File: src/design/matrix_multiply_engine_assert.svh
// ----------------------------------------------------------------------------
// Matrix multiply engine assertion macros
// Shorthand for the concurrent checks used by the engine's modules.
// ----------------------------------------------------------------------------
`ifndef MATRIX_MULTIPLY_ENGINE_ASSERT_SVH
`define MATRIX_MULTIPLY_ENGINE_ASSERT_SVH

// Same-cycle implication.
`define MME_ASSERT_COMB(label, clk, rst, ante, cons, msg) \
   label: assert property (@(posedge clk) disable iff (rst) (ante) |-> (cons)) \
      else $error(msg);

// Next-cycle implication.
`define MME_ASSERT_NEXT(label, clk, rst, ante, cons, msg) \
   label: assert property (@(posedge clk) disable iff (rst) (ante) |=> (cons)) \
      else $error(msg);

`endif

File: src/design/mme_pkg.sv
// ----------------------------------------------------------------------------
// Matrix multiply engine package
// Widths, command and register codes, sequencer states and the MAC op type.
// ----------------------------------------------------------------------------
package mme_pkg;

   localparam int DEFAULT_MAX_DIM = 8;

   localparam int DIM_W      = 4;
   localparam int IDX_W      = 3;
   localparam int ELEM_W     = 32;
   localparam int PROD_W     = 64;
   localparam int ACC_W      = PROD_W + DIM_W;
   localparam int CMD_W      = 2;
   localparam int CSR_IDX_W  = 2;
   localparam int REQ_DATA_W = 40;
   localparam int RSP_DATA_W = 72;

   localparam logic [DIM_W-1:0] RESET_DIM = DIM_W'(8);

   typedef enum logic [CMD_W-1:0] {
      CMD_WRITE_A = 2'd0,
      CMD_WRITE_B = 2'd1,
      CMD_RUN     = 2'd2
   } cmd_type;

   typedef enum logic [CSR_IDX_W-1:0] {
      REG_ROWS  = 2'd0,
      REG_INNER = 2'd1,
      REG_COLS  = 2'd2
   } reg_type;

   typedef enum logic [1:0] {
      ST_IDLE,
      ST_WAIT_OUT,
      ST_ISSUE,
      ST_DRAIN
   } state_type;

   typedef struct packed {
      logic valid;
      logic first;
      logic last;
      logic zero;
   } mac_op_type;

endpackage

File: src/design/mme_mac.sv
// ----------------------------------------------------------------------------
// Multiply-accumulate unit
// Shared 32x32 multiplier and wide accumulator; saturates the final sum.
// ----------------------------------------------------------------------------
module mme_mac
   import mme_pkg::*;
(
   input  logic                     clock,
   input  logic                     reset,
   input  mac_op_type               op,
   input  logic signed [ELEM_W-1:0] a_data,
   input  logic signed [ELEM_W-1:0] b_data,
   output logic                     done,
   output logic        [PROD_W-1:0] sum
);

   mac_op_type               op1_ff;
   mac_op_type               op2_ff;
   logic signed [PROD_W-1:0] prod_ff;
   logic signed [PROD_W-1:0] prod_in;
   logic signed [ACC_W-1:0]  acc_ff;
   logic signed [ACC_W-1:0]  acc_in;
   logic                     done_ff;
   logic                     done_in;
   logic                     in_range;

   // op1 lines up with the registered store read data
   always_ff @(posedge clock) begin
      if (reset) begin
         op1_ff  <= '0;
         op2_ff  <= '0;
         done_ff <= 1'b0;
      end else begin
         op1_ff  <= op;
         op2_ff  <= op1_ff;
         done_ff <= done_in;
      end
   end

   // signed product, kept apart from the unsigned zero
   always_comb begin
      if (op1_ff.zero) begin
         prod_in = '0;
      end else begin
         prod_in = a_data * b_data;
      end
   end

   always_ff @(posedge clock) begin
      prod_ff <= prod_in;
      acc_ff  <= acc_in;
   end

   always_comb begin
      acc_in  = acc_ff;
      done_in = op2_ff.valid && op2_ff.last;
      if (op2_ff.valid) begin
         if (op2_ff.first) begin
            acc_in = ACC_W'(prod_ff);
         end else begin
            acc_in = acc_ff + ACC_W'(prod_ff);
         end
      end
   end

   always_comb begin
      in_range = (&acc_ff[ACC_W-1:PROD_W-1]) || (~|acc_ff[ACC_W-1:PROD_W-1]);
      if (in_range) begin
         sum = acc_ff[PROD_W-1:0];
      end else if (acc_ff[ACC_W-1]) begin
         sum = {1'b1, {(PROD_W-1){1'b0}}};
      end else begin
         sum = {1'b0, {(PROD_W-1){1'b1}}};
      end
   end

   assign done = done_ff;

endmodule

File: config.mk
export PLATFORM = sky130hd
export DESIGN_NAME = mme_mac
export DESIGN_NICKNAME = d
export VERILOG_FILES = /design/src/design/matrix_multiply_engine_assert.svh /design/src/design/mme_pkg.sv /design/src/design/mme_mac.sv
export SDC_FILE = /design/constraint.sdc
export NUM_CORES = 2
export LEC_CHECK = 0
export BUFFER_PORTS_ARGS = -buffer_cell sky130_fd_sc_hd__buf_2
export CAP_MARGIN = 40
export CORE_AREA = 4 4 292 294
export CTS_BUF_LIST = sky130_fd_sc_hd__clkbuf_2 sky130_fd_sc_hd__clkbuf_4 sky130_fd_sc_hd__clkbuf_8
export DETAILED_ROUTE_END_ITERATION = 10
export DIE_AREA = 0 0 296 298
export PLACE_DENSITY = 0.79
export SLEW_MARGIN = 30
export SYNTH_ARGS = -nofsm -noshare
export SYNTH_HDL_FRONTEND = slang
export SYNTH_SLANG_ARGS = --single-unit
File: constraint.sdc
create_clock -name clock -period 15.1 [get_ports clock]
set_clock_uncertainty 0.05 [all_clocks]
set_input_delay 0.755 -clock clock [delete_from_list [all_inputs] [get_ports clock]]
set_output_delay 0.755 -clock clock [all_outputs]
set_load 0.1 [all_outputs]
* Yosys cells after proc, flatten, opt, wreduce, memory -nomap -nowiden
Cells that the tools add are included.
Cells by class: add/sub/neg operators 1, multipliers 1, muxes and demuxes 3, reduce and logical (&&, ||, !) cells 5
Operators with widths (count):
- 2-to-1 mux 64 bit | 2
- adder 68 x 64 -> 68 bit | 1
- 2-to-1 mux 68 bit | 1
- multiplier 32 x 32 -> 64 bit | 1
- AND reduction 5 bit | 1
- OR reduction 5 bit | 1
- logical AND 1 bit | 1
- zero test 1 bit | 1
- logical OR 1 bit | 1
Storage, ports and cells: register bits 140, input bits 70, output and inout bits 65, logic and storage cells 20

* Depth between registers and ports, before layout
depth in word-level cells 4, mapped depth 30, depth with buffers taken out 28

* Worst setup path after synthesis
No wires, ideal clock.
kind input-to-reg, from input a_data[31], to register prod_ff[60], library setup time 0.134 ns, data arrival time 8.106 ns, data required time 14.916 ns, slack 6.810 ns, stages on the path 28, path buffers 2, cell sequence clkbuf_1 > nand2_1 > inv_1 > fa_1 > inv_1 > fa_1 > inv_1 > fa_1 > fa_1 > inv_1 > fa_1 > inv_1 > fa_1 > inv_1 > fa_1 > fa_1 > inv_1 > ha_1 > clkbuf_1 > a21o_1 > a21o_1 > a21oi_1 > o21ai_1 > a221o_1 > a21oi_2 > o21bai_2 > nand3_1 > or4b_1
On the way: longest elaborated chain between the ends 1
Ends and longest elaborated chain:
- start: declaration | line mme_mac.sv:11 | input logic signed [ELEM_W-1:0] a_data,
- multiplier 32 x 32 -> 64 bit | line mme_mac.sv:45 | prod_in = a_data * b_data;
- end signal: assignment | line mme_mac.sv:50 | prod_ff <= prod_in;
- end: declaration | line mme_mac.sv:19 | logic signed [PROD_W-1:0] prod_ff;
No other way between the ends. A chain may end at the register's enable or synchronous reset.

* Final worst setup path
from input b_data[5], to register prod_ff[60]
On the way: longest elaborated chain between the ends 1
Ends and longest elaborated chain:
- start: declaration | line mme_mac.sv:12 | input logic signed [ELEM_W-1:0] b_data,
- multiplier 32 x 32 -> 64 bit | line mme_mac.sv:45
No other way between the ends.

==> out/qor.yml <==
synth:
  ys_seq_area_share_pct: 7.70
  synth_area_mm2: 0.0452
  synth_top_area_cell: "fa_1"
  ys.flop_type: "dfxtp_1"
  synth_edf_count: 68
  netlist_top_cells_area: "fa_1 (48%), inv_1 (8.4%), and2_1 (7.2%), ha_1 (6.9%), nand2_1 (5.2%)"
  ys_ff_latch: 140
  ys_top_cells_by_count: "fa_1 (1083), inv_1 (1012), nand2_1 (623)"
  synth_fp_nets: 6310
  ys_warn_count: 0
  async_flop_share_pct: 0
  synthCells: 4906
  synth.lib_cells_used.distinct: 85
  yosysTopAreaCellShare_pct: 47.9
  syn_area_per_cell_um2: 9.22
  yosysMostFrequentCell: "fa_1"
layout:
  multiInputGateArea_mm2: 0.0369
  fillers: 7122
  final_nets: 6211
  seq_area_mm2: 0.00349
  syn_to_final_growth_pct: 3.64
  layout-drive-gt1-share_pct: 4.56
sta:
  maxSlewViolCount: 0
  rsz0062_at_grt: "false"
  setup_tns_ns: 0
  worstMarginPinSlew_ns: 0.941
  period_needed_ns: 8.84
  relSlewSlack_pct: 37.3
  timing.hold.ws_ns: 0.375
  setup_violations: 0
  fin_crit_sh_pct: 58.6
  max_freq_mhz: 113
  hold_viol: 0
global_route:
  grt_pass1_wl_mm: 192
  grt_max_degree: 76
  gr-total-overflow: 0
  antenna_found_initial: 8
  grt_pass1_vias: 36901
  track_usage_pct: 27.6
placed_design:
  hpwl_mm: 94.3
  portBuffers: 134
  gp_congestion: 0.938
die:
  rows: 106
  start_util_pct: 54.6
  pin_count: 135
  die_height_um: 298
  die_width_um: 296
  dieArea_mm2: 0.0882
  coreArea_mm2: 0.0829
clock_tree:
  ctsResizeCount: 0
  clock_latency_ns: 0.47
  clk_pin_slew_ns: 0.09
  cts_tree: "built"
  postCtsSetupRepairBufs: 0
  cts_buffers: 17
  htree_levels: 4
  ctsHoldBuffers: 0
  clk_path_buf_depth: 2
  cts_sinks: 140
  cts-root-buf: "clkbuf_8"
drt:
  via_per_inst: 5.63
  dr.pass1.iters: 5
  ant_nets: 0
  wl_mm: 117
  via_count: 33246
  drt-wirelength-per-cell_um: 19.8
  initialDrtViolationCount: 2185
  drc: 0
setup_path:
  crit_fanout: 32
  path_class: "in2reg"
  critical_path_required_ns: 15.38
  arrival_ns: 9.13
  end_kind: "register"
  cp-start-kind: "primary input"
job:
  drv_cap: 0
status:
  outcome: "finished clean"
min_path:
  hp-class: "reg2reg"
[metrics by stage]
stage	area, um2	util [%]	std cells	setup slack, ns
finish	46900	56.5	5905	6.26
global route	46900	56.5	5903	5.75
CTS	46800	56.4	5896	6.31
detailed placement	46300	55.9	5864	5.79
global placement	46300	55.9	5863	5.95
floorplan	45200	-	4906	6.81
[final timing paths]
| path | start | end | slack [ns] | depth (start not counted) |
|---|---|---|---|---|
| max | b_data[5] | prod_ff[60]$_SDFF_PP0_ | 6.26 | 27 |
| min | op2_ff[1]$_SDFF_PP0_ | done$_SDFF_PP0_ | 0.37 | 2 |
| max reg2reg | acc_ff[0]$_DFFE_PP_ | acc_ff[66]$_DFFE_PP_ | 11.02 | 15 |
| min reg2reg | op2_ff[1]$_SDFF_PP0_ | done$_SDFF_PP0_ | 0.37 | 2 |
[critical path, stage by stage]
cell and delay, ns:
buf_2 0.50, nand2_1 0.25, inv_1 0.14, fa_1 0.40, inv_1 0.24, fa_1 0.46
inv_1 0.21, fa_1 0.49, fa_1 0.99, inv_1 0.38, fa_1 0.58, inv_1 0.06
fa_1 0.41, inv_1 0.08, fa_1 0.43, fa_1 0.49, inv_1 0.04, ha_1 0.37
a21o_1 0.21, a21o_1 0.16, a21oi_1 0.12, o21ai_1 0.12, a221o_1 0.35, a21oi_2 0.19
o21bai_2 0.12, nand3_1 0.10, or4b_1 0.44
[cells by family (layout without fill, tap and decap cells)]
group | after synthesis | after routing | synth area share (%)
simple gates | 1461 | 1461 | 16.0
fa+ha+maj | 1334 | 1334 | 54.9
buf+inv | 1279 | 1193 | 10.7
compound gates | 559 | 559 | 8.20
flops | 140 | 140 | 7.70
xor+xnor | 128 | 128 | 2.48
mux | 5 | 5 | 0.122
other cells | 0 | 5 | 0
[area by class of cell]
cell class / instances / area share (%)
Antenna cell: 5 / 0.0267
Clock buffer: 18 / 0.515
Clock inverter: 14 / 0.390
Inverter: 1012 / 8.10
Multi-Input combinational cell: 3487 / 78.8
Sequential cell: 140 / 7.45
Tap cell: 1080 / 2.88
Timing Repair Buffer: 149 / 1.82
[layer usage]
layer  global-route usage (%)  routed length (um)  vias up
met5                        0                  75        -
met4                     10.0                4710       10
met3                     6.77               10700      340
met2                     45.8               56300     1458
met1                     35.4               45400    16903
li1                         -                   -    14535
[registers in the layout, indices dropped and copies added (netlist names)]
name     count
acc_ff      68
op2_ff       3
op1_ff       4
prod_ff     64
done         1
[cell usage in the layout (no fill, tap or decap), drive strengths merged, types with 11 or more instances in the layout]
master,instances
a211oi,11
a21o,147
a21oi,148
a31oi,17
and2,521
and3,25
buf,149
clkbuf,18
dfxtp,72
edfxtp,68
fa,1083
ha,251
inv,1019
nand2,624
nand2b,18
nand3,27
nand4,31
nor2,150
nor2b,19
nor3,19
o21a,14
o21ai,120
o21bai,28
o31ai,13
xnor2,84
xor2,44
Power is not shown: default switching activity piles up to over one toggle a cycle in this logic, so the estimate is an artifact.
