File: src/design/matrix_multiply_engine_assert.svh
// ----------------------------------------------------------------------------
// Matrix multiply engine assertion macros
// Shorthand for the concurrent checks used by the engine's modules.
// ----------------------------------------------------------------------------
`ifndef MATRIX_MULTIPLY_ENGINE_ASSERT_SVH
`define MATRIX_MULTIPLY_ENGINE_ASSERT_SVH

// Same-cycle implication.
`define MME_ASSERT_COMB(label, clk, rst, ante, cons, msg) \
   label: assert property (@(posedge clk) disable iff (rst) (ante) |-> (cons)) \
      else $error(msg);

// Next-cycle implication.
`define MME_ASSERT_NEXT(label, clk, rst, ante, cons, msg) \
   label: assert property (@(posedge clk) disable iff (rst) (ante) |=> (cons)) \
      else $error(msg);

`endif

File: src/design/mme_pkg.sv
// ----------------------------------------------------------------------------
// Matrix multiply engine package
// Widths, command and register codes, sequencer states and the MAC op type.
// ----------------------------------------------------------------------------
package mme_pkg;

   localparam int DEFAULT_MAX_DIM = 8;

   localparam int DIM_W      = 4;
   localparam int IDX_W      = 3;
   localparam int ELEM_W     = 32;
   localparam int PROD_W     = 64;
   localparam int ACC_W      = PROD_W + DIM_W;
   localparam int CMD_W      = 2;
   localparam int CSR_IDX_W  = 2;
   localparam int REQ_DATA_W = 40;
   localparam int RSP_DATA_W = 72;

   localparam logic [DIM_W-1:0] RESET_DIM = DIM_W'(8);

   typedef enum logic [CMD_W-1:0] {
      CMD_WRITE_A = 2'd0,
      CMD_WRITE_B = 2'd1,
      CMD_RUN     = 2'd2
   } cmd_type;

   typedef enum logic [CSR_IDX_W-1:0] {
      REG_ROWS  = 2'd0,
      REG_INNER = 2'd1,
      REG_COLS  = 2'd2
   } reg_type;

   typedef enum logic [1:0] {
      ST_IDLE,
      ST_WAIT_OUT,
      ST_ISSUE,
      ST_DRAIN
   } state_type;

   typedef struct packed {
      logic valid;
      logic first;
      logic last;
      logic zero;
   } mac_op_type;

endpackage

File: src/design/mme_ctrl.sv
// ----------------------------------------------------------------------------
// Matrix multiply sequencer
// Decodes load and run items, walks row, column and inner indexes.
// ----------------------------------------------------------------------------
module mme_ctrl
   import mme_pkg::*;
#(
   parameter int MAX_DIM = DEFAULT_MAX_DIM,
   parameter int AW      = $clog2(DEFAULT_MAX_DIM * DEFAULT_MAX_DIM)
) (
   input  logic             clock,
   input  logic             reset,
   input  logic             req_valid,
   output logic             req_ready,
   input  cmd_type          req_cmd,
   input  logic [IDX_W-1:0] req_row,
   input  logic [IDX_W-1:0] req_col,
   input  logic [DIM_W-1:0] rows_of_a,
   input  logic [DIM_W-1:0] inner_size,
   input  logic [DIM_W-1:0] cols_of_b,
   input  logic             rsp_free,
   input  logic             mac_done,
   output logic             a_we,
   output logic             b_we,
   output logic [AW-1:0]    wr_addr,
   output logic [AW-1:0]    rd_addr_a,
   output logic [AW-1:0]    rd_addr_b,
   output mac_op_type       op,
   output logic [IDX_W-1:0] out_row,
   output logic [IDX_W-1:0] out_col,
   output logic             out_last
);

   state_type        state_ff, state_in;
   logic [DIM_W-1:0] i_ff, i_in;
   logic [DIM_W-1:0] j_ff, j_in;
   logic [DIM_W-1:0] k_ff, k_in;
   logic [DIM_W-1:0] nr_ff, nr_in;
   logic [DIM_W-1:0] nk_ff, nk_in;
   logic [DIM_W-1:0] nc_ff, nc_in;
   logic [DIM_W-1:0] nr_eff, nk_eff, nc_eff;
   logic             accept;
   logic             wr_ok;
   logic             last_k;
   logic             row_last;
   logic             col_last;

   function automatic logic [DIM_W-1:0] clamp_dim(input logic [DIM_W-1:0] v);
      logic [DIM_W-1:0] r;
      r = v;
      if (32'(v) > MAX_DIM) begin
         r = DIM_W'(MAX_DIM);
      end
      return r;
   endfunction

   always_ff @(posedge clock) begin
      if (reset) begin
         state_ff <= ST_IDLE;
      end else begin
         state_ff <= state_in;
      end
   end

   always_ff @(posedge clock) begin
      i_ff  <= i_in;
      j_ff  <= j_in;
      k_ff  <= k_in;
      nr_ff <= nr_in;
      nk_ff <= nk_in;
      nc_ff <= nc_in;
   end

   assign req_ready = (state_ff == ST_IDLE);
   assign accept    = req_valid && req_ready;
   assign wr_ok     = (32'(req_row) < MAX_DIM) && (32'(req_col) < MAX_DIM);
   assign wr_addr   = AW'(32'(req_row) * MAX_DIM + 32'(req_col));
   assign rd_addr_a = AW'(32'(i_ff) * MAX_DIM + 32'(k_ff));
   assign rd_addr_b = AW'(32'(k_ff) * MAX_DIM + 32'(j_ff));
   assign nr_eff    = clamp_dim(rows_of_a);
   assign nk_eff    = clamp_dim(inner_size);
   assign nc_eff    = clamp_dim(cols_of_b);
   assign last_k    = (nk_ff == '0) || (k_ff == nk_ff - DIM_W'(1));
   assign row_last  = (i_ff == nr_ff - DIM_W'(1));
   assign col_last  = (j_ff == nc_ff - DIM_W'(1));
   assign out_row   = i_ff[IDX_W-1:0];
   assign out_col   = j_ff[IDX_W-1:0];
   assign out_last  = row_last && col_last;

   always_comb begin
      state_in = state_ff;
      i_in     = i_ff;
      j_in     = j_ff;
      k_in     = k_ff;
      nr_in    = nr_ff;
      nk_in    = nk_ff;
      nc_in    = nc_ff;
      a_we     = 1'b0;
      b_we     = 1'b0;
      op       = '0;
      unique case (state_ff)
         ST_IDLE: begin
            if (accept) begin
               unique case (req_cmd)
                  CMD_WRITE_A: begin
                     a_we = wr_ok;
                  end
                  CMD_WRITE_B: begin
                     b_we = wr_ok;
                  end
                  CMD_RUN: begin
                     if (nr_eff != '0 && nc_eff != '0) begin
                        nr_in    = nr_eff;
                        nk_in    = nk_eff;
                        nc_in    = nc_eff;
                        i_in     = '0;
                        j_in     = '0;
                        k_in     = '0;
                        state_in = ST_WAIT_OUT;
                     end
                  end
                  default: begin
                  end
               endcase
            end
         end
         ST_WAIT_OUT: begin
            if (rsp_free) begin
               k_in     = '0;
               state_in = ST_ISSUE;
            end
         end
         ST_ISSUE: begin
            op.valid = 1'b1;
            op.first = (k_ff == '0);
            op.last  = last_k;
            op.zero  = (nk_ff == '0);
            if (last_k) begin
               state_in = ST_DRAIN;
            end else begin
               k_in = k_ff + DIM_W'(1);
            end
         end
         ST_DRAIN: begin
            if (mac_done) begin
               if (row_last && col_last) begin
                  state_in = ST_IDLE;
               end else begin
                  state_in = ST_WAIT_OUT;
                  if (col_last) begin
                     j_in = '0;
                     i_in = i_ff + DIM_W'(1);
                  end else begin
                     j_in = j_ff + DIM_W'(1);
                  end
               end
            end
         end
         default: begin
            state_in = ST_IDLE;
         end
      endcase
   end

endmodule

File: config.mk
export PLATFORM = sky130hd
export DESIGN_NAME = mme_ctrl
export DESIGN_NICKNAME = d
export VERILOG_FILES = /design/src/design/matrix_multiply_engine_assert.svh /design/src/design/mme_pkg.sv /design/src/design/mme_ctrl.sv
export SDC_FILE = /design/constraint.sdc
export NUM_CORES = 1
export LEC_CHECK = 0
export ABC_AREA = 1
export ABC_CLOCK_PERIOD_IN_PS = 4950
export BUFFER_PORTS_ARGS = -buffer_cell sky130_fd_sc_hd__buf_2
export CORE_MARGIN = 1
export CORE_UTILIZATION = 58
export CTS_BUF_LIST = sky130_fd_sc_hd__clkbuf_4
export DETAILED_ROUTE_END_ITERATION = 10
export GPL_TIMING_DRIVEN = 0
export PLACE_DENSITY_LB_ADDON = 0.1
export SYNTH_ARGS = -nofsm -noshare
export SYNTH_HDL_FRONTEND = slang
export SYNTH_SLANG_ARGS = --single-unit
File: constraint.sdc
create_clock -name clock -period 4.95 [get_ports clock]
set_input_delay 0.99 -clock clock [delete_from_list [all_inputs] [get_ports clock]]
set_output_delay 0.99 -clock clock [all_outputs]
set_load 0.05 [all_outputs]
After elaboration in Yosys (flattened, before gate mapping)
Index checks and enable logic that the tools add are counted.

Logic and storage cells: 84. Bits in registers: 26. RAM bits: 0. Input port bits: 25. ROM bits: 0. Bits in latches: 0. Memories: 0. Output and inout port bits: 32.

Equal/unequal tests: 17. Divide/modulo/power cells: 0. Shifts and indexed selects: 0. Reductions and logical operators: 17. $lt $le $gt $ge: 3. Add/sub/neg operators: 9. $mul: 0. Muxes and demuxes: 31. Bitwise gates (word level): 0.

Operator list (number): 2-to-1 mux 4 bit (14); AND reduction 6 bit (3); one-hot mux 4 bit (2 select lines) (2); adder 4 x 1 -> 4 bit (second input constant) (3); adder 6 x 4 -> 6 bit (2); == test 4 bit (3); > comparator 4 bit (second input constant) (3); 2-to-1 mux 2 bit (6); inequality test 2 bit (second input constant) (6); one-hot mux 4 bit (3 select lines) (1); subtractor 4 x 1 -> 4 bit (second input constant) (3); zero test 4 bit (2); one-hot mux 2 bit (4 select lines) (1); nonzero test 4 bit (2); 2-to-1 mux 1 bit (7); AND reduction 7 bit (1); adder 6 x 3 -> 6 bit (1); == test 2 bit (second input constant) (3); inequality test 2 x 1 -> 1 bit (second input constant) (3); == test 2 x 1 -> 1 bit (second input constant) (2); zero test 2 bit (2); AND reduction 4 bit (1); logical AND 1 bit (3); nonzero test 3 bit (1); other kinds (2) (2).

Depth between registers and ports, before layout
Word-level depth: 8. Gate-level depth with buffers: 13. Gate-level depth less buffers: 13.

Worst setup path after synthesis
No wires, ideal clock.

Path kind: register -> output. Start point: register state_ff[0]. End point: output port a_we. Data required time: 3.960 ns. Buffers on the path: 0. Data arrival time: 2.238 ns. Cell stages (with the launch flop): 5. Slack: 1.722 ns. Cell sequence: dfxtp_1 -> inv_1 -> ha_1 -> nand2_1 -> nor3_1.

Cells in the longest elaborated chain, start to end: 4.

RTL lines: start: declaration (line mme_ctrl.sv:34) `state_type state_ff, state_in;`; start signal: assignment (line mme_ctrl.sv:61) `state_ff <= state_in;`; zero test 2 bit (*) (line mme_ctrl.sv:74) `assign req_ready = (state_ff == ST_IDLE);`; net req_ready (line mme_ctrl.sv:14) `output logic req_ready,`; logical AND 1 bit (line mme_ctrl.sv:75) `assign accept = req_valid && req_ready;`; 2-to-1 mux 1 bit (line mme_ctrl.sv:103) `if (accept) begin`; 2-to-1 mux 1 bit (*) (line mme_ctrl.sv:101) `unique case (state_ff)`; end: declaration (line mme_ctrl.sv:23) `output logic a_we,`.

Mark *: on every way through the listed nets, which the timed path passes. The rest lies on a longest branch.

==> out/results.ini <==
[synthesis]
synth_compound_area_share_pct = 2.08
netlist_instances = 276
synth.distinct_cells = 24
syn_avg_cell_area_um2 = 7.42
synthMuxAreaShare_pct = 0
yosysSeqAreaShare_pct = 37.2
synth-xor-area-share_pct = 3.00
ys_seq_elements = 26
yosys.area_share.adder_pct = 9.78
synthesis.nets = 317
yosys.area.top_type = edfxtp_1
yosys-top-cells-area = edfxtp_1 35%, nand2_1 11%, ha_1 9.8%, inv_1 8.6%, nor2_1 7.5%
synth-simple-area-share_pct = 29.6
syn_area_um2 = 2050
yosysWarnings = 0
synth_top_family_by_area = simple AND/OR/NAND/NOR gates
synth_largest_type_area_fraction_pct = 35.2

[setup_path]
crit_arrival_ps = 2050
endpoint_kind = output port
r2r_start = state_ff[0]$_SDFFE_PP0P_
r2r_end = nk_ff[2]$_SDFFCE_PN0P_
critPathKind = reg2out
slowest_delay_ps = 430
worst-path-max-fanout = 4
r2r_cells = 5
cp-start-kind = flip-flop
worst-r2r-setup-slack_ps = 2920
slowest_stage = edfxtp_1
required_ps = 3960
crit_path_cell_trace = inv_1 -> ha_1 -> nand2_1 -> inv_1 -> nor2_1 -> nand2_1 -> nor2_1 -> nand2_2 -> a21oi_1 -> buf_2

[cts]
cts_tree = built
cts_resized = 0
cts.path.max_buffers = 2
cts_hold_buf = 0
cts-root-buf = clkbuf_4
cts_setup_buffers = 0
clkTransAtPathRegs_ps = 130
cts_sinks = 26
numCtsBuffers = 3
worstSkewPairLatency_ps = 320
htree_levels = 1

[floorplan]
start_util_pct = 60.9
die_x_um = 61.4
dieArea_um2 = 3770
die_h_um = 61.4
rows = 21
io-pin-count = 57
core_area_um2 = 3360

[finish]
final_cell_mix = 62 x nand2_1, 50 x buf_2, 47 x inv_1
diodes = 0
fin_nets = 373
final_common_cell = nand2_1
stdcell_count = 377
final_core_util_pct = 72.0
area_growth_pct = 18.3
drive_gt1_share_pct = 31.1
n_fill_cell = 308

[timing]
setup_viol = 0
period_needed_ps = 3040
maxSlewViolCount = 0
maxSlewHeadroom_pct = 60.9
period_share_pct = 61.4
tightest_slew_ps = 582
setup_tns_ps = 0
skew_ps = 6.24
max_freq_ghz = 0.329
hold_viol = 0
rsz0062_at_grt = false
hold_slack_ps = 636

[min_path]
hp-start = state_ff[1]$_SDFFE_PP0P_
hold_depth = 4
min_to = state_ff[1]$_SDFFE_PP0P_
hold_class = reg2reg

[detailed_routing]
wl_per_cell_um = 8.66
wirelength_um = 3260
vias = 1698
vias_per_cell = 4.50
drc = 0
drtIter0Drc = 57
firstDrtPassIters = 4
drtAntennaViolNets = 0

[pwr]
totalPowerFinal_mw = 1.34
peakVddDrop_mv = 0.240
p_leak_nw = 1.34
powerDensity_nw_per_um2 = 552

[placement]
dpl.hpwl_um = 2750
placed_cells = 373
numPortBuffers = 50
gp_congestion = 0.776

[global_routing]
grt_start_max_net_pins = 16
grt_overflow_total = 0
grt_pass1_vias = 1421
grtUsageTotal_pct = 19.4
grt_first_pass_wirelength_um = 5440
antenna_found_initial = 0

[flow_run]
max_cap_viol_count = 0

[status]
status = complete, no violations

cells in the mapped netlist:
cell       n
a21boi_0   1
a21oi_1    3
buf_4     19
clkbuf_1   3
dfxtp_1    2
edfxtp_1  24
ha_1      16
inv_1     47
inv_2     12
nand2_1   62
nand2_2    6
nand2_4    1
nand3_1   15
nand3_2    3
nand3b_1   1
nor2_1    41
nor2_2     5
nor2_4     1
nor3_1     2
nor4_1     1
o21ai_0    2
o21ai_1    2
xnor2_1    3
xor2_1     4
layout make-up:
class,count,area [um^2],area share [%]
multi-input cells,169,917,37.9
flip-flops and latches,26,761,31.4
repair buffers,51,258,10.6
inverters,59,221,9.15
plain buffers,22,154,6.36
well taps,46,57.6,2.38
clock inverters,1,30.0,1.24
clock buffers,3,22.5,0.930
stage by stage:
step                cell area (um^2)  setup slack, ps
floorplan                       2050             1720
global placement                2350             1390
detailed placement              2370             2260
CTS                             2420             1880
global route                    2420             1720
finish                          2420             1910
critical path: cells and delay by family, from the launching register on:
kind	cells	cell delay, ps
and+or+nand+nor	5	370
buffers and inverters	3	480
adders and majority gates	1	270
AOI/OAI and AO/OA	1	180
DFF	1	430
registers in the layout (all words and copies together), names as in the netlist:
register / count
k_ff: 4
nr_ff: 4
nc_ff: 4
j_ff: 4
i_ff: 4
state_ff: 2
nk_ff: 4
kinds of logic after synthesis:
kind of cell             after synthesis
AND/OR/NAND/NOR                      138
buffers and inverters                 81
flip-flops                            26
adder cells (fa/ha/maj)               16
AO/OA/AOI/OAI                          8
XOR/XNOR                               7
worst max-delay path by stage:
stage	startpoint	end	depth (start not counted)
after floorplan	state_ff[0]$_SDFFE_PP0P_	a_we	4
after CTS	nk_ff[0]$_SDFFCE_PN0P_	op[1]	10
after global placement	rows_of_a[3]	nk_ff[2]$_SDFFCE_PN0P_	4
after global routing	nk_ff[0]$_SDFFCE_PN0P_	op[1]	10
final	nk_ff[0]$_SDFFCE_PN0P_	op[1]	10
after detailed placement	nk_ff[0]$_SDFFCE_PN0P_	op[1]	10
layer usage:
layer	share of wire [%]	vias up	global-route usage, %
met5	0	-	0
met4	0.74	0	5.40
met3	4.4	2	1.89
met2	48	38	35.4
met1	47	728	24.5
li1	-	930	-
power breakdown:
part / switching [mW] / total, mW / leakage (nW) / internal, mW
sequential: 0.0791 / 0.389 / 0.243 / 0.310
clock: 0.0619 / 0.144 / 0.0279 / 0.0818
combinational: 0.558 / 0.804 / 1.07 / 0.246
Note: power is estimated with default switching activity, not from simulation.
